$ cat src/rtl/robin_hood_hash_table_top_macros.svh
// Assertion macros shared by the hash table RTL.
`ifndef ROBIN_HOOD_HASH_TABLE_TOP_MACROS_SVH
`define ROBIN_HOOD_HASH_TABLE_TOP_MACROS_SVH

// Check that a condition implies a consequence on the same clock edge.
`define RH_ASSERT_IMP(label, clk, rst_n, ante, cons, msg) \
    label: assert property (@(posedge clk) disable iff (!rst_n) (ante) |-> (cons)) \
        else $error(msg);

// Check that a condition implies a consequence on the next clock edge.
`define RH_ASSERT_NEXT(label, clk, rst_n, ante, cons, msg) \
    label: assert property (@(posedge clk) disable iff (!rst_n) (ante) |=> (cons)) \
        else $error(msg);

`endif

$ cat src/rtl/rh_ram.sv
// Generic single-write, single-read RAM with registered read data.
module rh_ram #(
    parameter int WIDTH = 8,
    parameter int DEPTH = 16
) (
    input  logic                     clk,
    input  logic                     we,
    input  logic [$clog2(DEPTH)-1:0] waddr,
    input  logic [WIDTH-1:0]         wdata,
    input  logic [$clog2(DEPTH)-1:0] raddr,
    output logic [WIDTH-1:0]         rdata
);

    logic [WIDTH-1:0] mem [DEPTH];

    always_ff @(posedge clk)
    begin
        if (we)
        begin
            mem[waddr] <= wdata;
        end
        rdata <= mem[raddr];
    end

endmodule

$ cat config.mk
export PLATFORM = sky130hd
export DESIGN_NAME = rh_ram
export DESIGN_NICKNAME = d
export VERILOG_FILES = /design/src/rtl/robin_hood_hash_table_top_macros.svh /design/src/rtl/rh_ram.sv
export SDC_FILE = /design/constraint.sdc
export NUM_CORES = 1
export LEC_CHECK = 0
export BUFFER_PORTS_ARGS = -buffer_cell sky130_fd_sc_hd__buf_2
export CAP_MARGIN = 20
export CORE_MARGIN = 5
export CORE_UTILIZATION = 50
export DETAILED_ROUTE_END_ITERATION = 6
export PLACE_DENSITY = 0.7
export REMOVE_ABC_BUFFERS = 1
export SLEW_MARGIN = 20
export SYNTH_ARGS = -nofsm -noshare
export SYNTH_HDL_FRONTEND = slang
export SYNTH_SLANG_ARGS = --single-unit
$ cat constraint.sdc
create_clock -name clk -period 2.1 [get_ports clk]
set_input_delay 0.63 -clock clk [delete_from_list [all_inputs] [get_ports clk]]
set_output_delay 0.63 -clock clk [all_outputs]
set_load 0.005 [all_outputs]
# Word-level counts from Yosys, hierarchy flattened
# Memories as Yosys holds them, arrays and structs flattened. A register that Yosys moved wholly into a read port is not among the register bits.
# Cells that the tools add are included.
dict set report op_classes {
  muxes 2
}
# operator count
set op_table {}
lappend op_table {{two-way mux 1 bit} 2}
dict set report word_totals {
  regBits 0
  ram_bits 128
  input_bits 18
  memories 1
}
# name depth width rd rd_clocked_by_memory_dff write_ports line
set memory_table {}
lappend memory_table {mem 16 8 1 1 1 rh_ram.sv:14} ;# logic [WIDTH-1:0] mem [DEPTH];

# Logic depth before layout (Yosys ltp)
# Gate-level depths: netlist of the first run.
dict set report depth {
  word_depth 2
  depth_mapped 5
  ltp_nobuf 3
}

# Least setup slack after synthesis of the first run
# OpenSTA, ideal clock, no wires.
dict set report synth_timing {
  path_type {in2reg}
  startpoint {in waddr[2]}
  endpoint {mem mem[0][0], enable pin}
  arrival_time_ps 1740
  t_required_ps 1717
  setup_slack_ps -23
  cell_stages 2
  cell_sequence {or3b_2 > nor3_1}
}
# item line
set synth_lines {}
lappend synth_lines {{start: declaration} rh_ram.sv:8} ;# input logic [$clog2(DEPTH)-1:0] waddr,
lappend synth_lines {{end: declaration} rh_ram.sv:14}
# No word-level cell before the write port.

# Worst setup path in the final report of the first run
dict set report layout_timing {
  startpoint {reg rdata[2], read port of mem}
  endpoint {out rdata[2]}
}
# item line
set layout_lines {}
lappend layout_lines {{start: declaration} rh_ram.sv:11} ;# output logic [WIDTH-1:0] rdata
# No word-level cell between the ends.

==> impl_results.md, run 1 <==
- Clk_lat worst skew: 0.51 ns
- Die Width: 111 microns
- Clock-pin slew on the worst setup and hold paths: 0.06 ns
- Buffers on Ports: 25
- Most common flop cell mapped by yosys: edfxtp_1
- Syn Area/Cell: 22.5 sq um
- Syn-to-layout area delta: 21.2%
- CTS HTree Levels: 4
- Post-synth EDFFs: 128
- Sink Count: 136
- Final worst-path cycle share: 78.3%
- Post-synth ARST share: 0%
- PwrDens: 1050 mW/mm^2
- Critical path buffer and inverter count: 1
- I/O Pins: 26
- Post-synth cell types: 19
- Maxcap violations: 0
- Maximum clock path buffer count: 2
- Final min period: 1.64 ns
- Worst-Margin Slew: 0.392 ns
- Ant diodes: 0
- DRT Wirelength: 9850 microns
- Maximum vdd drop: 0.609 mV
- WS Path Type: reg2out
- Type of origin of the critical path: flip-flop
- Placed Instances: 405
- Commonest non-fill, non-tap cell in the layout: edfxtp_1
- Crit path max-delay family: flip-flops
- Final Instance Count excl. Fillers: 436
- Fin. max-slew vios: 0
- Crit-path max FO: 1
- Share of the synthesized area in the top cell type: 74.7%
- Min-Delay Path Class: in2reg
- Starting Density: 50.5%
- Final GP Congestion: 0.725
- Static Leak: 2.15 nW
- HPWL Detailed: 5980 microns
- Critical Path AT: 1.01 ns
- Initial antenna violation count: 0
- Avg Vias per Cell: 5.55
- Yosys warns: 0
- Fin. Hold Viols: 0
- Total number of vias: 2418
- Drt pass-1 iters: 4
- DIE HEIGHT: 111 microns
- Slowest stage delay, CP: 0.37 ns
- Crit-path cells: buf_2
- CTS resizes: 0
- Status: complete, no violations
- Post-CTS setup buffer count: 0
- Worst setup EP type: output port
- Setup skew after layout: 0.00616 ns
- RSZ-0062 raised after global routing: false
- Largest cells by area after synthesis: edfxtp_1 (75%), mux4_2 (7.9%), mux4_1 (7.1%)
- Vias in the first global route: 2568
- Tot Pwr: 0.00656 W
- Hold Slack: 0.501 ns
- Largest area contributor in the netlist: edfxtp_1
- Most frequent cells in the layout: edfxtp_1 (128), buf_2 (25), buf_4 (21)
- Gr ovfl total: 0
- CTS Buf Count: 17
- Gr usage total: 17.1%
- Setup TNS: 0 ns
- Post-synthesis sequential area ratio: 77.8%
- Cells after Synth: 229
- Cts hold-fix bufs: 0
- Post-Syn Area: 0.00515 sq mm
- Initial DRC Count: 207
- Share of cells above drive strength 1: 32.7%
- Final core occ: 61.3%
- Core ar.: 0.0102 sq mm
- Final setup fails: 0
- DRC Markers: 0
- Placement Rows: 37
- Routed Antenna Nets: 0
- CP Data Required Time: 1.47 ns
- First-pass GRT wire length: 15300 microns
- WL per Instance: 22.6 microns
- Die footprint: 0.0124 sq mm
- Slew headroom: 73.9%
- FF+latch count, synth: 136
- Root Buffer Master: clkbuf_8
- Nets@finish: 306
- CTS tree: done
- Pin count of the biggest net entering global routing: 33
- CP max-delay cell: dfxtp_1
- Achievable Freq: 608 MHz
- Layout fillers: 713
worst paths after layout:
check | cells past startpoint | slack, ns | to | startpoint
hold reg to reg | 3 | 0.68 | rdata[5] | mem[3][5]
setup reg to reg | 3 | 0.61 | rdata[0] | mem[1][0]
hold / removal | 1 | 0.50 | mem[1][3] | wdata[3]
setup / recovery | 1 | 0.46 | rdata[2] | rdata[2]
layer usage:
| layer | track usage [%] | wire length (microns) | up-vias |
|---|---|---|---|
| li1 | - | - | 1094 |
| met1 | 23.3 | 4370 | 1265 |
| met2 | 26.7 | 5020 | 55 |
| met3 | 5.65 | 429 | 4 |
| met4 | 4.70 | 34 | 0 |
| met5 | 0 | 0 | - |
logic make-up (layout without fill, tap and decap cells):
kind of cell           count (synthesis)  after routing  share of synthesized area (%)
buffers and inverters                 10             81                           1.68
AO/OA/AOI/OAI                         16             16                           2.33
multiplexers                          32             32                           15.0
flip-flops                           136            136                           77.8
AND/OR/NAND/NOR                       35             35                           3.18
metrics by stage:
step	instance area, sq um	setup slack [ns]
floorplan	5060	-0.0229
global placement	5590	0.0331
detailed placement	5590	0.00318
CTS	6240	0.410
global route	6240	0.402
finish	6240	0.455
report_power, final:
group	switching (W)	internal (W)
logic	0.000156	0.000133
registers	0.0000180	0.00304
clock network	0.00107	0.00215
total	0.00124	0.00532
layout make-up:
| type | count | area (sq um) | area share (%) |
|---|---|---|---|
| Multi-Input combinational cell | 83 | 1060 | 16.9 |
| Sequential cell | 136 | 4000 | 64.2 |
| Timing Repair Buffer | 50 | 363 | 5.82 |
| Tap cell | 136 | 170 | 2.73 |
| Clock inverter | 14 | 230 | 3.69 |
| Clock buffer | 17 | 414 | 6.64 |
sequential cells by signal (all words and copies together), names as in the netlist:
signal  count
mem       128
rdata       8
synth_stat cells, types with 2 or more instances:
| cell | instances |
|---|---|
| edfxtp_1 | 128 |
| mux4_2 | 18 |
| a22oi_1 | 16 |
| mux4_1 | 14 |
| nor2_1 | 13 |
| nand2_1 | 9 |
| dfxtp_1 | 8 |
| nor3_1 | 4 |
| buf_2 | 3 |
| buf_6 | 3 |
| clkdlybuf4s25_2 | 3 |
| nand2b_1 | 2 |
| nand3b_1 | 2 |
worst reg2reg max path, stage by stage, from the launching register on:
cell and delay, ns:
edfxtp_1 0.37, mux4_1 0.54, a22oi_1 0.28, nand2_1 0.16
No activity file was read; power rests on OpenSTA's default activity.
==> run 2: changes to the inputs <==
- ABC_AREA: unset -> 1
- PLACE_DENSITY: 0.7 -> 0.67
- clock period: 2.1 -> 1.6 ns (I/O delays scaled with it)
==> impl_results.md, run 2 <==
- Clk_lat worst skew: 0.42 ns
- Largest area contributor in the netlist: edfxtp_1
- Post-Syn Area: 0.00577 sq mm
- Switch share: 20.9%
- Total number of vias: 3914
- Critical path buffer and inverter count: 1
- RSZ-0062 raised after global routing: false
- Worst-Margin Slew: 0.373 ns
- Slowest stage delay, CP: 0.33 ns
- Sink Count: 136
- Simple-gate share of the synthesized area: 21.0%
- DIE HEIGHT: 117 microns
- Final GP Congestion: 0.821
- Post-CTS setup buffer count: 0
- CTS resizes: 0
- Share of cells above drive strength 1: 13.7%
- Cells after Synth: 551
- Largest cells by area after synthesis: edfxtp_1 (67%), nand2_1 (11%), nand3_1 (8.4%)
- DRC Markers: 0
- Crit path max-delay family: flip-flops
- Min-Delay Path Class: in2reg
- CP max-delay cell: dfxtp_1
- Buffers on Ports: 25
- Routed Antenna Nets: 0
- Syn-to-layout area delta: 17.4%
- Achievable Freq: 744 MHz
- Post-synth ARST share: 0%
- Gr ovfl total: 0
- Final worst-path cycle share: 84.0%
- Most frequent cells in the layout: nand2_1 (173), edfxtp_1 (128), inv_1 (100)
- Most common flop cell mapped by yosys: edfxtp_1
- Final min period: 1.34 ns
- Max reg flops: 128
- Maximum vdd drop: 0.768 mV
- Maximum clock path buffer count: 2
- Final setup fails: 0
- Post-synthesis sequential area ratio: 69.4%
- Synth Area in XOR/XNOR: 0%
- Gr usage total: 19.3%
- Die Width: 117 microns
- Setup TNS: 0 ns
- Ant diodes: 0
- Clock share of power: 47.1%
- Synth Area in Compound Gates: 0%
- Top reg by flops: mem
- Synth Area in Adders: 0%
- Initial antenna violation count: 0
- Largest registers: mem: 128 flops, rdata: 8 flops
- Placement Rows: 39
- Hold Slack: 0.453 ns
- Vias in the first global route: 3791
- Post-synth top cells: nand2_1 (173), edfxtp_1 (128), inv_1 (100)
- Post-synth cell types: 12
- Switch Pwr: 0.00178 W
- Layout fillers: 902
- Fin. max-slew vios: 0
- I/O Pins: 26
- Post-synth EDFFs: 128
- CTS Buf Count: 17
- Root Buffer Master: clkbuf_16
- Maxcap violations: 0
- Type of origin of the critical path: flip-flop
- CP Data Required Time: 1.12 ns
- Die footprint: 0.0138 sq mm
- Status: complete, no violations
- Drt pass-1 iters: 4
- Yosys warns: 0
- CTS HTree Levels: 4
- Most frequent cell after synthesis: nand2_1
- Static Leak: 2.97 nW
- Part of the power in registers: 47.1%
- Core ar.: 0.0114 sq mm
- Commonest non-fill, non-tap cell in the layout: nand2_1
- Pin count of the biggest net entering global routing: 65
- Syn Area/Cell: 10.5 sq um
- Main combinational cell family by area after synthesis: simple AND/OR/NAND/NOR gates
- Slew headroom: 75.1%
- FF+latch count, synth: 136
- Worst setup EP type: output port
- WS Path Type: reg2out
- CTS tree: done
- PwrDens: 1260 mW/mm^2
- Starting Density: 50.7%
- Crit-path max FO: 1
- DRT Wirelength: 12700 microns
- Fin. Hold Viols: 0
- Critical Path AT: 0.86 ns
- Post-synthesis mux area share: 0%
- WL per Instance: 16.8 microns
- First-pass GRT wire length: 20600 microns
- Avg Vias per Cell: 5.19
- Share of the synthesized area in the top cell type: 66.7%
- HPWL Detailed: 8050 microns
- Clock-pin slew on the worst setup and hold paths: 0.06 ns
- Nets@finish: 616
- Initial DRC Count: 326
- Pint: 0.00673 W
- Crit-path cells: buf_2
- Setup skew after layout: 0.00444 ns
- Cts hold-fix bufs: 0
- Combinational Power Share: 5.8%
-- run 2: changes by cell type after synthesis, moves of 2 or more --
| cell | before | now |
|---|---|---|
| a22oi_1 | 16 | 0 |
| buf_2 | 3 | 13 |
| buf_4 | 1 | 4 |
| buf_6 | 3 | 6 |
| clkdlybuf4s25_2 | 3 | 0 |
| inv_1 | 0 | 100 |
| inv_2 | 0 | 2 |
| mux4_1 | 14 | 0 |
| mux4_2 | 18 | 0 |
| nand2_1 | 9 | 173 |
| nand2b_1 | 2 | 0 |
| nand3_1 | 1 | 97 |
| nor2_1 | 13 | 17 |
| nor3_1 | 4 | 0 |
-- run 2: path summary, 6_finish.rpt --
path	start	to	slack (ns)	cells past startpoint
worst max-delay path	rdata[5]	rdata[5]	0.26	1
worst min-delay path	raddr[3]	rdata[2]	0.45	3
worst max register to register	mem[9][7]	rdata[7]	0.62	6
worst min register to register	mem[4][6]	rdata[6]	0.68	6
-- run 2: final cells by class --
cell class	instances	area, sq um	share of cell area, %
repair buffers	52	378	5.58
clock inverters	14	181	2.68
well taps	143	179	2.64
clock buffers	18	429	6.34
multi-input cells	289	1210	17.9
flip-flops and latches	136	4000	59.2
inverters	102	383	5.66
-- run 2: stage by stage --
| step | cell area (sq um) | util (%) | cells | power [W] | setup WS (ns) |
|---|---|---|---|---|---|
| floorplan | 5600 | - | 527 | 0.00429 | 0.140 |
| global placement | 6160 | 54.2 | 722 | 0.00455 | 0.0871 |
| detailed placement | 6160 | 54.2 | 722 | 0.00457 | 0.0828 |
| CTS | 6770 | 59.5 | 754 | 0.00855 | 0.233 |
| global route | 6770 | 59.5 | 754 | 0.00879 | 0.223 |
| finish | 6770 | 59.5 | 754 | 0.00850 | 0.255 |
-- run 2: power groups by stage --
| stage | registers, W | clock network [W] | logic (W) |
|---|---|---|---|
| after global placement | 0.00408 | 0 | 0.000477 |
| final | 0.00401 | 0.00400 | 0.000492 |
| after CTS | 0.00401 | 0.00405 | 0.000493 |
| after global routing | 0.00401 | 0.00423 | 0.000547 |
| after floorplan | 0.00408 | 0 | 0.000215 |
| after detailed placement | 0.00408 | 0 | 0.000487 |
-- run 2: metal layers --
| layer | vias to the layer above | track usage [%] | share of wire (%) |
|---|---|---|---|
| met5 | - | 0 | 0 |
| met4 | 0 | 7.83 | 1.4 |
| met3 | 14 | 5.05 | 6.3 |
| met2 | 156 | 31.3 | 50 |
| met1 | 1875 | 24.7 | 42 |
| li1 | 1869 | - | - |
-- run 2: kinds of logic (layout without fill, tap and decap cells) --
kind of cell  after synthesis  count (layout)
buf+inv                   126             186
flops                     136             136
simple gates              289             289
-- run 2: worst reg2reg max path, cell delays in order (launching register included) --
cell,delay [ns]
edfxtp_1,0.39
inv_1,0.07
nand2_1,0.04
nand3_1,0.10
nand3_1,0.10
nand3_1,0.11
nand2_1,0.06
==> run 3: changes to the inputs <==
- clock period: 1.6 -> 1.3 ns (I/O delays scaled with it)
==> impl_results.md, run 3 (synthesized netlist as in run 2, its figures left out) <==
- Routed Antenna Nets: 0
- Clock-pin slew on the worst setup and hold paths: 0.05 ns
- Crit-path max FO: 1
- Register Area: 0.00400 sq mm
- Worst-Margin Slew: 0.382 ns
- Starting Density: 50.7%
- CTS Buf Count: 17
- Sink Count: 136
- Layout fillers: 913
- RSZ-0062 raised after global routing: false
- Die footprint: 0.0138 sq mm
- Commonest non-fill, non-tap cell in the layout: nand2_1
- Maxcap violations: 0
- Root Buffer Master: clkbuf_16
- Dpl cell area: 0.00632 sq mm
- Static Leak: 3.07 nW
- Drt pass-1 iters: 5
- Gr ovfl total: 0
- Slew headroom: 74.6%
- Post-CTS setup buffer count: 0
- Cts hold-fix bufs: 0
- Multi-input logic area: 0.00121 sq mm
- Final worst-path cycle share: 96.2%
- Nets@finish: 629
- Final setup fails: 0
- CTS HTree Levels: 4
- Core ar.: 0.0114 sq mm
- WS Path Type: reg2out
- Switch Pwr: 0.00219 W
- Setup TNS: 0 ns
- Largest registers: mem: 128 flops, rdata: 8 flops
- Grt met1 use: 26.0%
- Initial antenna violation count: 0
- Min-Delay Path Class: in2reg
- Ant diodes: 0
- Slowest stage delay, CP: 0.33 ns
- Most frequent cells in the layout: nand2_1 (173), edfxtp_1 (128), inv_1 (100)
- First-pass GRT wire length: 20800 microns
- Maximum clock path buffer count: 2
- PwrDens: 1560 mW/mm^2
- Top reg by flops: mem
- Critical path buffer and inverter count: 1
- Buffers on Ports: 25
- HPWL Detailed: 8430 microns
- Syn-to-layout area delta: 20.9%
- Worst setup EP type: output port
- Gr busiest metal: met2
- Placement Rows: 39
- Initial DRC Count: 325
- Crit path max-delay family: flip-flops
- WL per Instance: 16.7 microns
- Final GP Congestion: 0.828
- CTS resizes: 0
- DRC Markers: 0
- Critical Path AT: 0.86 ns
- Switch share: 20.1%
- GR Util met3: 3.85%
- Setup skew after layout: 0.00776 ns
- Die Width: 117 microns
- Combinational Power Share: 6.1%
- Pin count of the biggest net entering global routing: 39
- CP max-delay cell: dfxtp_1
- Avg Vias per Cell: 5.15
- CTS tree: done
- Final min period: 1.25 ns
- Clk_lat worst skew: 0.41 ns
- Vias in the first global route: 3877
- Clock share of power: 48.7%
- Total number of vias: 3945
- DIE HEIGHT: 117 microns
- Fin. Hold Viols: 0
- Fin. max-slew vios: 0
- Pint: 0.00871 W
- Part of the power in registers: 45.2%
- Max reg flops: 128
- Status: complete, no violations
- DRT Wirelength: 12800 microns
- Share of cells above drive strength 1: 15.4%
- Post-route cell area: 0.00697 sq mm
- Gr usage total: 19.5%
- I/O Pins: 26
- Achievable Freq: 800 MHz
- M2 GR Usage: 31.6%
- CP Data Required Time: 0.91 ns
- Maximum vdd drop: 1.18 mV
- Type of origin of the critical path: flip-flop
- Crit-path cells: buf_2
-- run 3: path summary, 6_finish.rpt --
path / startpoint / cells after the start / slack (ns) / endpoint
hold reg to reg: mem[7][7] / 6 / 0.70 / rdata[7]
setup / recovery: rdata[2] / 1 / 0.05 / rdata[2]
hold / removal: raddr[2] / 4 / 0.40 / rdata[2]
setup reg to reg: mem[10][2] / 6 / 0.31 / rdata[2]
-- run 3: final cells by class --
class,count,share of cell area [%]
clock buffers,17,6.10
well taps,143,2.57
repair buffers,65,7.72
clock inverters,14,3.30
flip-flops and latches,136,57.4
multi-input cells,289,17.4
inverters,102,5.49
-- run 3: power groups by stage --
stage	logic [W]	registers, W	clock network, W
after floorplan	0.000265	0.00502	0
after global placement	0.000644	0.00502	0
after detailed placement	0.000663	0.00502	0
after CTS	0.000669	0.00493	0.00536
after global routing	0.000738	0.00493	0.00558
final	0.000663	0.00493	0.00531
-- run 3: per-layer routing --
metal	share of wire, %	vias up
met5	0	-
li1	-	1894
met3	4.8	19
met1	43	1916
met2	50	116
met4	1.8	0
-- run 3: metrics by stage --
stage	power (W)	worst slack, ns	cells	util, %	hold WS, ns
after global placement	0.00566	-0.144	735	55.6	0.658
after CTS	0.0110	0.0321	766	61.3	0.383
after global routing	0.0113	0.0180	766	61.3	0.399
after floorplan	0.00528	-0.0705	527	-	0.489
after detailed placement	0.00568	-0.173	735	55.6	0.681
final	0.0109	0.0497	766	61.3	0.398
